$ cat config.mk
export PLATFORM = sky130hd
export DESIGN_NAME = dldm_ctrl
export DESIGN_NICKNAME = d
export VERILOG_FILES = /design/src/dldm_pkg.sv /design/src/dldm_ctrl.sv
export SDC_FILE = /design/constraint.sdc
export NUM_CORES = 1
export LEC_CHECK = 0
export BUFFER_PORTS_ARGS = -buffer_cell sky130_fd_sc_hd__clkbuf_2
export CORE_ASPECT_RATIO = 1.2
export CORE_MARGIN = 10
export CORE_UTILIZATION = 48
export DETAILED_ROUTE_END_ITERATION = 16
export GPL_TIMING_DRIVEN = 0
export HOLD_SLACK_MARGIN = 0.12
export PLACE_DENSITY = 0.82
export SLEW_MARGIN = 15
export SYNTH_ARGS = -nofsm -noshare
export SYNTH_HDL_FRONTEND = slang
export SYNTH_SLANG_ARGS = --single-unit
export TNS_END_PERCENT = 1
$ cat constraint.sdc
create_clock -name i_clk -period 3.05 [get_ports i_clk]
set_input_delay 0.61 -clock i_clk [delete_from_list [all_inputs] [get_ports i_clk]]
set_output_delay 0.61 -clock i_clk [all_outputs]
set_load 0.1 [all_outputs]
$ cat src/dldm_pkg.sv
package dldm_pkg;

    localparam int POOL_NODES_DEF = 256;

    localparam logic [3:0] REQ_PUSH_BACK     = 4'd0;
    localparam logic [3:0] REQ_PUSH_FRONT    = 4'd1;
    localparam logic [3:0] REQ_INSERT_AFTER  = 4'd2;
    localparam logic [3:0] REQ_INSERT_BEFORE = 4'd3;
    localparam logic [3:0] REQ_POP_FRONT     = 4'd4;
    localparam logic [3:0] REQ_POP_BACK      = 4'd5;
    localparam logic [3:0] REQ_REMOVE        = 4'd6;
    localparam logic [3:0] REQ_PEEK          = 4'd7;
    localparam logic [3:0] REQ_LENGTH        = 4'd8;

    localparam logic [1:0] ST_OK    = 2'd0;
    localparam logic [1:0] ST_EMPTY = 2'd1;
    localparam logic [1:0] ST_RANGE = 2'd2;

    typedef logic [2:0] t_sel;

    // Sources for link addresses, link data and list registers.
    localparam t_sel SEL_NODE   = 3'd0;
    localparam t_sel SEL_ANCHOR = 3'd1;
    localparam t_sel SEL_HEAD   = 3'd2;
    localparam t_sel SEL_TAIL   = 3'd3;
    localparam t_sel SEL_NXD    = 3'd4;
    localparam t_sel SEL_PVD    = 3'd5;
    localparam t_sel SEL_CUR    = 3'd6;
    localparam t_sel SEL_NONE   = 3'd7;

    typedef struct packed {
        logic       load;
        logic       nx_we;
        t_sel       nx_wa;
        t_sel       nx_wd;
        t_sel       nx_ra;
        logic       pv_we;
        t_sel       pv_wa;
        t_sel       pv_wd;
        t_sel       pv_ra;
        logic       head_we;
        t_sel       head_sel;
        logic       tail_we;
        t_sel       tail_sel;
        logic       cnt_up;
        logic       cnt_dn;
        logic       cur_we;
        t_sel       cur_sel;
        logic       walk_clr;
        logic       walk_inc;
        logic       res_we;
        t_sel       res_sel;
        logic       res_valid;
        logic [1:0] res_status;
        logic       emit;
    } t_cmd;

    typedef struct packed {
        logic [3:0] req;
        logic       node_oor;
        logic       anchor_oor;
        logic       head_none;
        logic       tail_none;
        logic       anchor_is_tail;
        logic       nxd_none;
        logic       pvd_none;
        logic       cur_none;
        logic       peek_oor;
        logic       walk_done;
        logic       out_free;
    } t_stat;

endpackage

$ cat src/dldm_ctrl.sv
module dldm_ctrl
    import dldm_pkg::*;
(
    input  logic  i_clk,
    input  logic  i_rst_n,
    input  logic  i_s_tvalid,
    output logic  o_s_tready,
    input  t_stat i_stat,
    output t_cmd  o_cmd
);

    localparam logic [3:0] S_IDLE   = 4'd0;
    localparam logic [3:0] S_DECODE = 4'd1;
    localparam logic [3:0] S_PB1    = 4'd2;
    localparam logic [3:0] S_PB2    = 4'd3;
    localparam logic [3:0] S_PF1    = 4'd4;
    localparam logic [3:0] S_PF2    = 4'd5;
    localparam logic [3:0] S_IA2    = 4'd6;
    localparam logic [3:0] S_IA3    = 4'd7;
    localparam logic [3:0] S_IB2    = 4'd8;
    localparam logic [3:0] S_IB3    = 4'd9;
    localparam logic [3:0] S_POPF2  = 4'd10;
    localparam logic [3:0] S_POPB2  = 4'd11;
    localparam logic [3:0] S_RM2    = 4'd12;
    localparam logic [3:0] S_RM3    = 4'd13;
    localparam logic [3:0] S_WALK   = 4'd14;
    localparam logic [3:0] S_WALK2  = 4'd15;

    logic [3:0] r_state;
    logic [3:0] n_state;
    logic       r_emit_wait;
    logic       n_emit_wait;

    assign o_s_tready = (r_state == S_IDLE) && !r_emit_wait;

    always_comb begin
        o_cmd       = '0;
        o_cmd.nx_ra = SEL_NONE;
        o_cmd.pv_ra = SEL_NONE;
        n_state     = r_state;
        n_emit_wait = r_emit_wait;
        // A finished request waits here until the output register is free.
        if (r_emit_wait) begin
            if (i_stat.out_free) begin
                o_cmd.emit  = 1'b1;
                n_emit_wait = 1'b0;
            end
        end else begin
            case (r_state)
                S_IDLE: begin
                    if (i_s_tvalid) begin
                        o_cmd.load = 1'b1;
                        n_state    = S_DECODE;
                    end
                end
                S_DECODE: begin
                    o_cmd.res_we     = 1'b1;
                    o_cmd.res_sel    = SEL_NONE;
                    o_cmd.res_status = ST_OK;
                    n_state          = S_IDLE;
                    n_emit_wait      = 1'b1;
                    case (i_stat.req)
                        REQ_PUSH_BACK, REQ_PUSH_FRONT: begin
                            if (i_stat.node_oor) begin
                                o_cmd.res_status = ST_RANGE;
                            end else begin
                                n_emit_wait = 1'b0;
                                n_state = (i_stat.req == REQ_PUSH_BACK) ? S_PB1 : S_PF1;
                            end
                        end
                        REQ_INSERT_AFTER, REQ_INSERT_BEFORE: begin
                            if (i_stat.node_oor || i_stat.anchor_oor) begin
                                o_cmd.res_status = ST_RANGE;
                            end else if (i_stat.head_none) begin
                                o_cmd.res_status = ST_EMPTY;
                            end else if (i_stat.req == REQ_INSERT_BEFORE) begin
                                o_cmd.pv_ra = SEL_ANCHOR;
                                n_emit_wait = 1'b0;
                                n_state     = S_IB2;
                            end else if (i_stat.anchor_is_tail) begin
                                n_emit_wait = 1'b0;
                                n_state     = S_PB1;
                            end else begin
                                o_cmd.nx_ra = SEL_ANCHOR;
                                n_emit_wait = 1'b0;
                                n_state     = S_IA2;
                            end
                        end
                        REQ_POP_FRONT: begin
                            if (i_stat.head_none) begin
                                o_cmd.res_status = ST_EMPTY;
                            end else begin
                                o_cmd.res_sel   = SEL_HEAD;
                                o_cmd.res_valid = 1'b1;
                                o_cmd.nx_ra     = SEL_HEAD;
                                n_emit_wait     = 1'b0;
                                n_state         = S_POPF2;
                            end
                        end
                        REQ_POP_BACK: begin
                            if (i_stat.tail_none) begin
                                o_cmd.res_status = ST_EMPTY;
                            end else begin
                                o_cmd.res_sel   = SEL_TAIL;
                                o_cmd.res_valid = 1'b1;
                                o_cmd.pv_ra     = SEL_TAIL;
                                n_emit_wait     = 1'b0;
                                n_state         = S_POPB2;
                            end
                        end
                        REQ_REMOVE: begin
                            if (i_stat.node_oor) begin
                                o_cmd.res_status = ST_RANGE;
                            end else if (i_stat.head_none) begin
                                o_cmd.res_status = ST_EMPTY;
                            end else begin
                                o_cmd.nx_ra = SEL_NODE;
                                o_cmd.pv_ra = SEL_NODE;
                                n_emit_wait = 1'b0;
                                n_state     = S_RM2;
                            end
                        end
                        REQ_PEEK: begin
                            if (i_stat.peek_oor) begin
                                o_cmd.res_status = ST_RANGE;
                            end else begin
                                o_cmd.cur_we   = 1'b1;
                                o_cmd.cur_sel  = SEL_HEAD;
                                o_cmd.walk_clr = 1'b1;
                                n_emit_wait    = 1'b0;
                                n_state        = S_WALK;
                            end
                        end
                        default: begin
                        end
                    endcase
                end
                S_PB1: begin
                    o_cmd.nx_we = 1'b1;
                    o_cmd.nx_wa = SEL_TAIL;
                    o_cmd.nx_wd = SEL_NODE;
                    o_cmd.pv_we = 1'b1;
                    o_cmd.pv_wa = SEL_NODE;
                    o_cmd.pv_wd = SEL_TAIL;
                    n_state     = S_PB2;
                end
                S_PB2: begin
                    o_cmd.nx_we    = 1'b1;
                    o_cmd.nx_wa    = SEL_NODE;
                    o_cmd.nx_wd    = SEL_NONE;
                    o_cmd.tail_we  = 1'b1;
                    o_cmd.tail_sel = SEL_NODE;
                    o_cmd.head_we  = i_stat.head_none;
                    o_cmd.head_sel = SEL_NODE;
                    o_cmd.cnt_up   = 1'b1;
                    n_state        = S_IDLE;
                    n_emit_wait    = 1'b1;
                end
                S_PF1: begin
                    o_cmd.nx_we = 1'b1;
                    o_cmd.nx_wa = SEL_NODE;
                    o_cmd.nx_wd = SEL_HEAD;
                    o_cmd.pv_we = 1'b1;
                    o_cmd.pv_wa = SEL_HEAD;
                    o_cmd.pv_wd = SEL_NODE;
                    n_state     = S_PF2;
                end
                S_PF2: begin
                    o_cmd.pv_we    = 1'b1;
                    o_cmd.pv_wa    = SEL_NODE;
                    o_cmd.pv_wd    = SEL_NONE;
                    o_cmd.head_we  = 1'b1;
                    o_cmd.head_sel = SEL_NODE;
                    o_cmd.tail_we  = i_stat.tail_none;
                    o_cmd.tail_sel = SEL_NODE;
                    o_cmd.cnt_up   = 1'b1;
                    n_state        = S_IDLE;
                    n_emit_wait    = 1'b1;
                end
                S_IA2: begin
                    // The old successor of the anchor is kept for the next step.
                    o_cmd.cur_we  = 1'b1;
                    o_cmd.cur_sel = SEL_NXD;
                    o_cmd.pv_we   = 1'b1;
                    o_cmd.pv_wa   = SEL_NODE;
                    o_cmd.pv_wd   = SEL_ANCHOR;
                    o_cmd.nx_we   = 1'b1;
                    o_cmd.nx_wa   = SEL_NODE;
                    o_cmd.nx_wd   = SEL_NXD;
                    n_state       = S_IA3;
                end
                S_IA3: begin
                    o_cmd.nx_we  = 1'b1;
                    o_cmd.nx_wa  = SEL_ANCHOR;
                    o_cmd.nx_wd  = SEL_NODE;
                    o_cmd.pv_we  = 1'b1;
                    o_cmd.pv_wa  = SEL_CUR;
                    o_cmd.pv_wd  = SEL_NODE;
                    o_cmd.cnt_up = 1'b1;
                    n_state      = S_IDLE;
                    n_emit_wait  = 1'b1;
                end
                S_IB2: begin
                    o_cmd.pv_we    = 1'b1;
                    o_cmd.pv_wa    = SEL_NODE;
                    o_cmd.pv_wd    = SEL_PVD;
                    o_cmd.nx_we    = 1'b1;
                    o_cmd.nx_wa    = SEL_PVD;
                    o_cmd.nx_wd    = SEL_NODE;
                    o_cmd.head_we  = i_stat.pvd_none;
                    o_cmd.head_sel = SEL_NODE;
                    n_state        = S_IB3;
                end
                S_IB3: begin
                    o_cmd.pv_we  = 1'b1;
                    o_cmd.pv_wa  = SEL_ANCHOR;
                    o_cmd.pv_wd  = SEL_NODE;
                    o_cmd.nx_we  = 1'b1;
                    o_cmd.nx_wa  = SEL_NODE;
                    o_cmd.nx_wd  = SEL_ANCHOR;
                    o_cmd.cnt_up = 1'b1;
                    n_state      = S_IDLE;
                    n_emit_wait  = 1'b1;
                end
                S_POPF2: begin
                    o_cmd.head_we  = 1'b1;
                    o_cmd.head_sel = SEL_NXD;
                    o_cmd.pv_we    = 1'b1;
                    o_cmd.pv_wa    = SEL_NXD;
                    o_cmd.pv_wd    = SEL_NONE;
                    o_cmd.tail_we  = i_stat.nxd_none;
                    o_cmd.tail_sel = SEL_NONE;
                    o_cmd.cnt_dn   = 1'b1;
                    n_state        = S_IDLE;
                    n_emit_wait    = 1'b1;
                end
                S_POPB2: begin
                    o_cmd.tail_we  = 1'b1;
                    o_cmd.tail_sel = SEL_PVD;
                    o_cmd.nx_we    = 1'b1;
                    o_cmd.nx_wa    = SEL_PVD;
                    o_cmd.nx_wd    = SEL_NONE;
                    o_cmd.head_we  = i_stat.pvd_none;
                    o_cmd.head_sel = SEL_NONE;
                    o_cmd.cnt_dn   = 1'b1;
                    n_state        = S_IDLE;
                    n_emit_wait    = 1'b1;
                end
                S_RM2: begin
                    o_cmd.nx_we    = 1'b1;
                    o_cmd.nx_wa    = SEL_PVD;
                    o_cmd.nx_wd    = SEL_NXD;
                    o_cmd.head_we  = i_stat.pvd_none;
                    o_cmd.head_sel = SEL_NXD;
                    o_cmd.pv_we    = 1'b1;
                    o_cmd.pv_wa    = SEL_NXD;
                    o_cmd.pv_wd    = SEL_PVD;
                    o_cmd.tail_we  = i_stat.nxd_none;
                    o_cmd.tail_sel = SEL_PVD;
                    n_state        = S_RM3;
                end
                S_RM3: begin
                    o_cmd.nx_we  = 1'b1;
                    o_cmd.nx_wa  = SEL_NODE;
                    o_cmd.nx_wd  = SEL_NONE;
                    o_cmd.pv_we  = 1'b1;
                    o_cmd.pv_wa  = SEL_NODE;
                    o_cmd.pv_wd  = SEL_NONE;
                    o_cmd.cnt_dn = 1'b1;
                    n_state      = S_IDLE;
                    n_emit_wait  = 1'b1;
                end
                S_WALK: begin
                    if (i_stat.cur_none || i_stat.walk_done) begin
                        o_cmd.res_we     = 1'b1;
                        o_cmd.res_sel    = SEL_CUR;
                        o_cmd.res_valid  = !i_stat.cur_none;
                        o_cmd.res_status = i_stat.cur_none ? ST_RANGE : ST_OK;
                        n_state          = S_IDLE;
                        n_emit_wait      = 1'b1;
                    end else begin
                        o_cmd.nx_ra = SEL_CUR;
                        n_state     = S_WALK2;
                    end
                end
                S_WALK2: begin
                    o_cmd.cur_we   = 1'b1;
                    o_cmd.cur_sel  = SEL_NXD;
                    o_cmd.walk_inc = 1'b1;
                    n_state        = S_WALK;
                end
                default: begin
                    n_state = S_IDLE;
                end
            endcase
        end
    end

    always_ff @(posedge i_clk) begin
        if (!i_rst_n) begin
            r_state     <= S_IDLE;
            r_emit_wait <= 1'b0;
        end else begin
            r_state     <= n_state;
            r_emit_wait <= n_emit_wait;
        end
    end

endmodule

Word-level counts from Yosys, hierarchy flattened
Cells that the tools add are included.

cells by class
  equal/unequal tests = 23
  mux-type cells = 71
  bitwise operators = 1
  reductions and logical operators = 16

operators by type and width
  operator                                       count
  one-hot mux 7 bit (9 select lines)             2
  two-way mux 4 bit                              12
  one-hot mux 4 bit (6 select lines)             2
  two-way mux 3 bit                              15
  two-way mux 44 bit                             1
  one-hot mux 4 bit (10 select lines)            1
  == test 4 x 3 -> 1 bit, second input constant  8
  == test 4 bit, second input constant           8
  two-way mux 1 bit                              20
  one-hot mux 4 bit (5 select lines)             1
  one-hot mux 3 bit (3 select lines)             2
  == test 4 x 2 -> 1 bit, second input constant  4
  one-hot mux 4 bit (2 select lines)             2
  one-hot mux 7 bit (2 select lines)             1
  one-hot mux 2 bit (6 select lines)             1
  two-way mux 2 bit                              5
  two-way mux 5 bit                              2
  OR reduction 2 bit                             5
  == test 4 x 1 -> 1 bit, second input constant  2
  zero test 4 bit                                2
  two-way mux 7 bit                              1
  OR reduction 7 bit                             1
  one-hot mux 1 bit (6 select lines)             1
  one-hot mux 3 bit (2 select lines)             1
  9 further kinds                                11

storage, ports and cells
  register bits after elaboration = 5
  input port bits = 18
  output and inout bits = 46
  word-level logic and storage cells = 113

Longest topological paths before layout
  depth in word-level cells = 7
  gate-level depth with buffers = 6
  gate-level depth less buffers = 4

Worst setup path before layout
OpenSTA, ideal clock, no wires.

  path type = register to output
  from = register r_state[2]
  to = output o_cmd[13] (netlist name)
  data arrival time = 4.739 ns
  data required time = 2.440 ns
  path slack = -2.299 ns
  cell stages (with the launch flop) = 4
  buffers on the path = 0
  cell sequence = dfxtp_1 -> and2_1 -> nor4b_1 -> or2_1

RTL lines
  item                    line              text
  start, declared         dldm_ctrl.sv:29   logic [3:0] r_state;
  start signal, assigned  dldm_ctrl.sv:304  r_state <= n_state;
  end, declared           dldm_ctrl.sv:9    output t_cmd o_cmd

==> summary.txt <==
Cells and area
  – Share of cells above drive strength 1: 0.360
  – Fill cell count: 277
  – Ant. Diodes: 0
  – Multi-input gate area: 1150 um^2
  – Non-Filler Instances: 312
  – # nets final: 297
  – Growth of design area from synthesis to finish: 30.2%
  – Flip-flop and latch area: 100 um^2

Critical path
  – CP Class: reg -> out
  – Worst Setup End Kind: output pin
  – CP bufs+invs: 1
  – WP data arrival: 2.14 ns
  – Worst path slowest cell: clkbuf_2
  – Cell Chain, Critical Path: or3_4 -> or3_1 -> o21ai_1 -> clkbuf_2
  – Worst Path Required: 2.44 ns
  – Crit path launch type: register
  – Crit-path max FO: 9
  – Max incr delay on CP: 0.48 ns
  – Delay-heaviest family, CP: simple AND/OR/NAND/NOR gates

Logic synthesis
  – Post-synth ARST share: 0
  – Post-synth top cells: 25 x a21oi_1, 24 x nor2_1, 22 x nand2_1
  – Library cells used by synthesis: 56
  – Mapped Area: 1350 um^2
  – Top-count cell post-synth: a21oi_1
  – Ys flop type: dfxtp_1
  – Largest area contributor in the netlist: a21oi_1
  – Gate Count Post-Synth: 214
  – Sequential fraction of the synthesis area: 0.0743
  – EDFF count, synth: 0
  – Synth warnings: 0
  – Synth Register Bits: 5
  – Area contributors post-synth: a21oi_1 9.3%, dfxtp_1 7.4%, nor2_1 6.7%
  – Synth top area share: 0.0929
  – Synthesized Nets: 232
  – Mapped Avg Cell Area: 6.30 um^2

Global route
  – First-pass GRT wire length: 8.06 mm
  – Vias in the first global route: 1774
  – Initial antenna violation count: 0
  – GR Util All Layers: 0.181
  – Largest net degree at the start of global routing: 11
  – Grt ovf: 0

Clocking
  – H-tree depth: 1
  – Cts hold-fix bufs: 0
  – TritonCTS clock tree: built
  – Clk sinks: 5
  – Postcts setup bufs: 0
  – Max Root-Sink Buffers: 2
  – Clock transition at path regs: 0.05 ns
  – Quantity of gates resized following cts: 0
  – Worst-Skew Late Latency: 0.26 ns
  – Root Driver: clkbuf_4
  – CTS Buf Count: 3

Floorplan
  – DIE AREA: 5340 um^2
  – Core area: 2730 um^2
  – Starting density of the core: 0.493
  – # IOs: 64
  – # rows: 21
  – Die width: 68.4 um
  – Die H: 78.0 um

Routing
  – Iteration count of the initial detailed-routing pass: 6
  – DR iter-0 viols: 171
  – Vias per inst: 5.98
  – Final Routed Wirelength: 4.86 mm
  – Vias: 1867
  – DRC violations left: 0
  – Average wire per standard cell: 15.6 um
  – Remaining antenna violation count after routing: 0

Placement
  – DP Wirelength: 3.94 mm
  – Buffers on Ports: 60
  – DP Cell Count: 308
  – Routability cong.: 0.933

Power and ir drop
  – Worst VDD drop: 0.256 mV
  – Power Density: 301 nW/um^2
  – Total power: 0.000528 W
  – Static Leak: 0.783 nW

Job
  – Max Cap Violations: 0

Timing
  – # setup viols final: 0
  – RSZ-0062 raised after global routing: no
  – Setup TNS: 0 ns
  – Final period utilization: 0.901
  – Final Hold Vio Count: 0
  – Max Slew Vio Count: 0
  – Max_slew headroom: 0.616
  – Worst Clk Skew: 0.00675 ns
  – Worst Max-Slew Pin Slew: 0.576 ns
  – Min cycle time layout: 2.75 ns
  – Fmax: 364 MHz

Worst hold path
  – Hold WC Path Type: in -> reg

Status
  – Outcome: complete, no violations
## cells by family after synthesis
logic type	Yosys count	synth area share
compound gates	69	0.326
mux	2	0.0158
flops	5	0.0743
simple gates	110	0.477
xor+xnor	1	0.00650
buf+inv	26	0.0975
other cells	1	0.00278
## flip-flops by register name, indices dropped and copies added, names as in the netlist
| register | count |
|---|---|
| r_emit_wait | 1 |
| r_state | 4 |
## layer usage
| metal | vias to the layer above | routed length, um | global-route usage |
|---|---|---|---|
| met5 | - | 0 | 0 |
| met4 | 0 | 117 | 0.0887 |
| met3 | 14 | 554 | 0.0270 |
| met2 | 131 | 2330 | 0.306 |
| met1 | 812 | 1870 | 0.212 |
| li1 | 910 | - | - |
## path summary, 6_finish.rpt
| path | from | end | cells past startpoint | slack, ns |
|---|---|---|---|---|
| worst min-delay path | i_rst_n | r_state[1]$_SDFFE_PN0P_ | 3 | 0.67 |
| worst max-delay path | r_state[2]$_SDFFE_PN0P_ | o_cmd[2] | 4 | 0.30 |
| worst min register to register | r_emit_wait$_SDFF_PN0_ | r_emit_wait$_SDFF_PN0_ | 3 | 0.72 |
| worst max register to register | r_state[0]$_SDFFE_PN0P_ | r_emit_wait$_SDFF_PN0_ | 4 | 1.39 |
## per-stage QoR
step                setup WS [ns]   util  instance area (um^2)  hold WS [ns]
finish                      0.302  0.642                  1750         0.667
global route                0.191  0.642                  1750         0.656
CTS                         0.308  0.642                  1750         0.655
detailed placement          0.313  0.632                  1730         0.712
global placement            0.323  0.632                  1730         0.720
floorplan                  -0.628      -                  1380         0.698
## tightest hold or removal path: stages
cell and delay [ns]:
clkbuf_2 0.12, nand2_1 0.08, o22ai_1 0.06
## where the power goes
part / leakage, nW / internal, W / switching [W]
sequential: 0.0407 / 0.0000695 / 0.00000567
combinational: 0.724 / 0.0000810 / 0.000288
clock: 0.0177 / 0.0000479 / 0.0000357
total: 0.783 / 0.000198 / 0.000329
## cell type report
class                           instances  share of cell area
Multi-Input combinational cell        183               0.657
Clock inverter                          1             0.00285
Buffer                                 21              0.0642
Clock buffer                            3              0.0128
Tap cell                               34              0.0243
Timing Repair Buffer                   60               0.171
Inverter                                5              0.0107
Sequential cell                         5              0.0571
## cells in the final DEF, fill, tap and decap left out, types with 5 or more instances in the layout
cell / instances
nand2_1: 22
nand2b_1: 10
buf_2: 12
o21ai_0: 6
o21ai_1: 8
buf_4: 5
clkbuf_2: 60
a21oi_1: 25
nor2_1: 24
or3_1: 7
and3_1: 5
dfxtp_1: 5
nand3b_1: 5
Note: power is estimated with default switching activity, not from simulation.
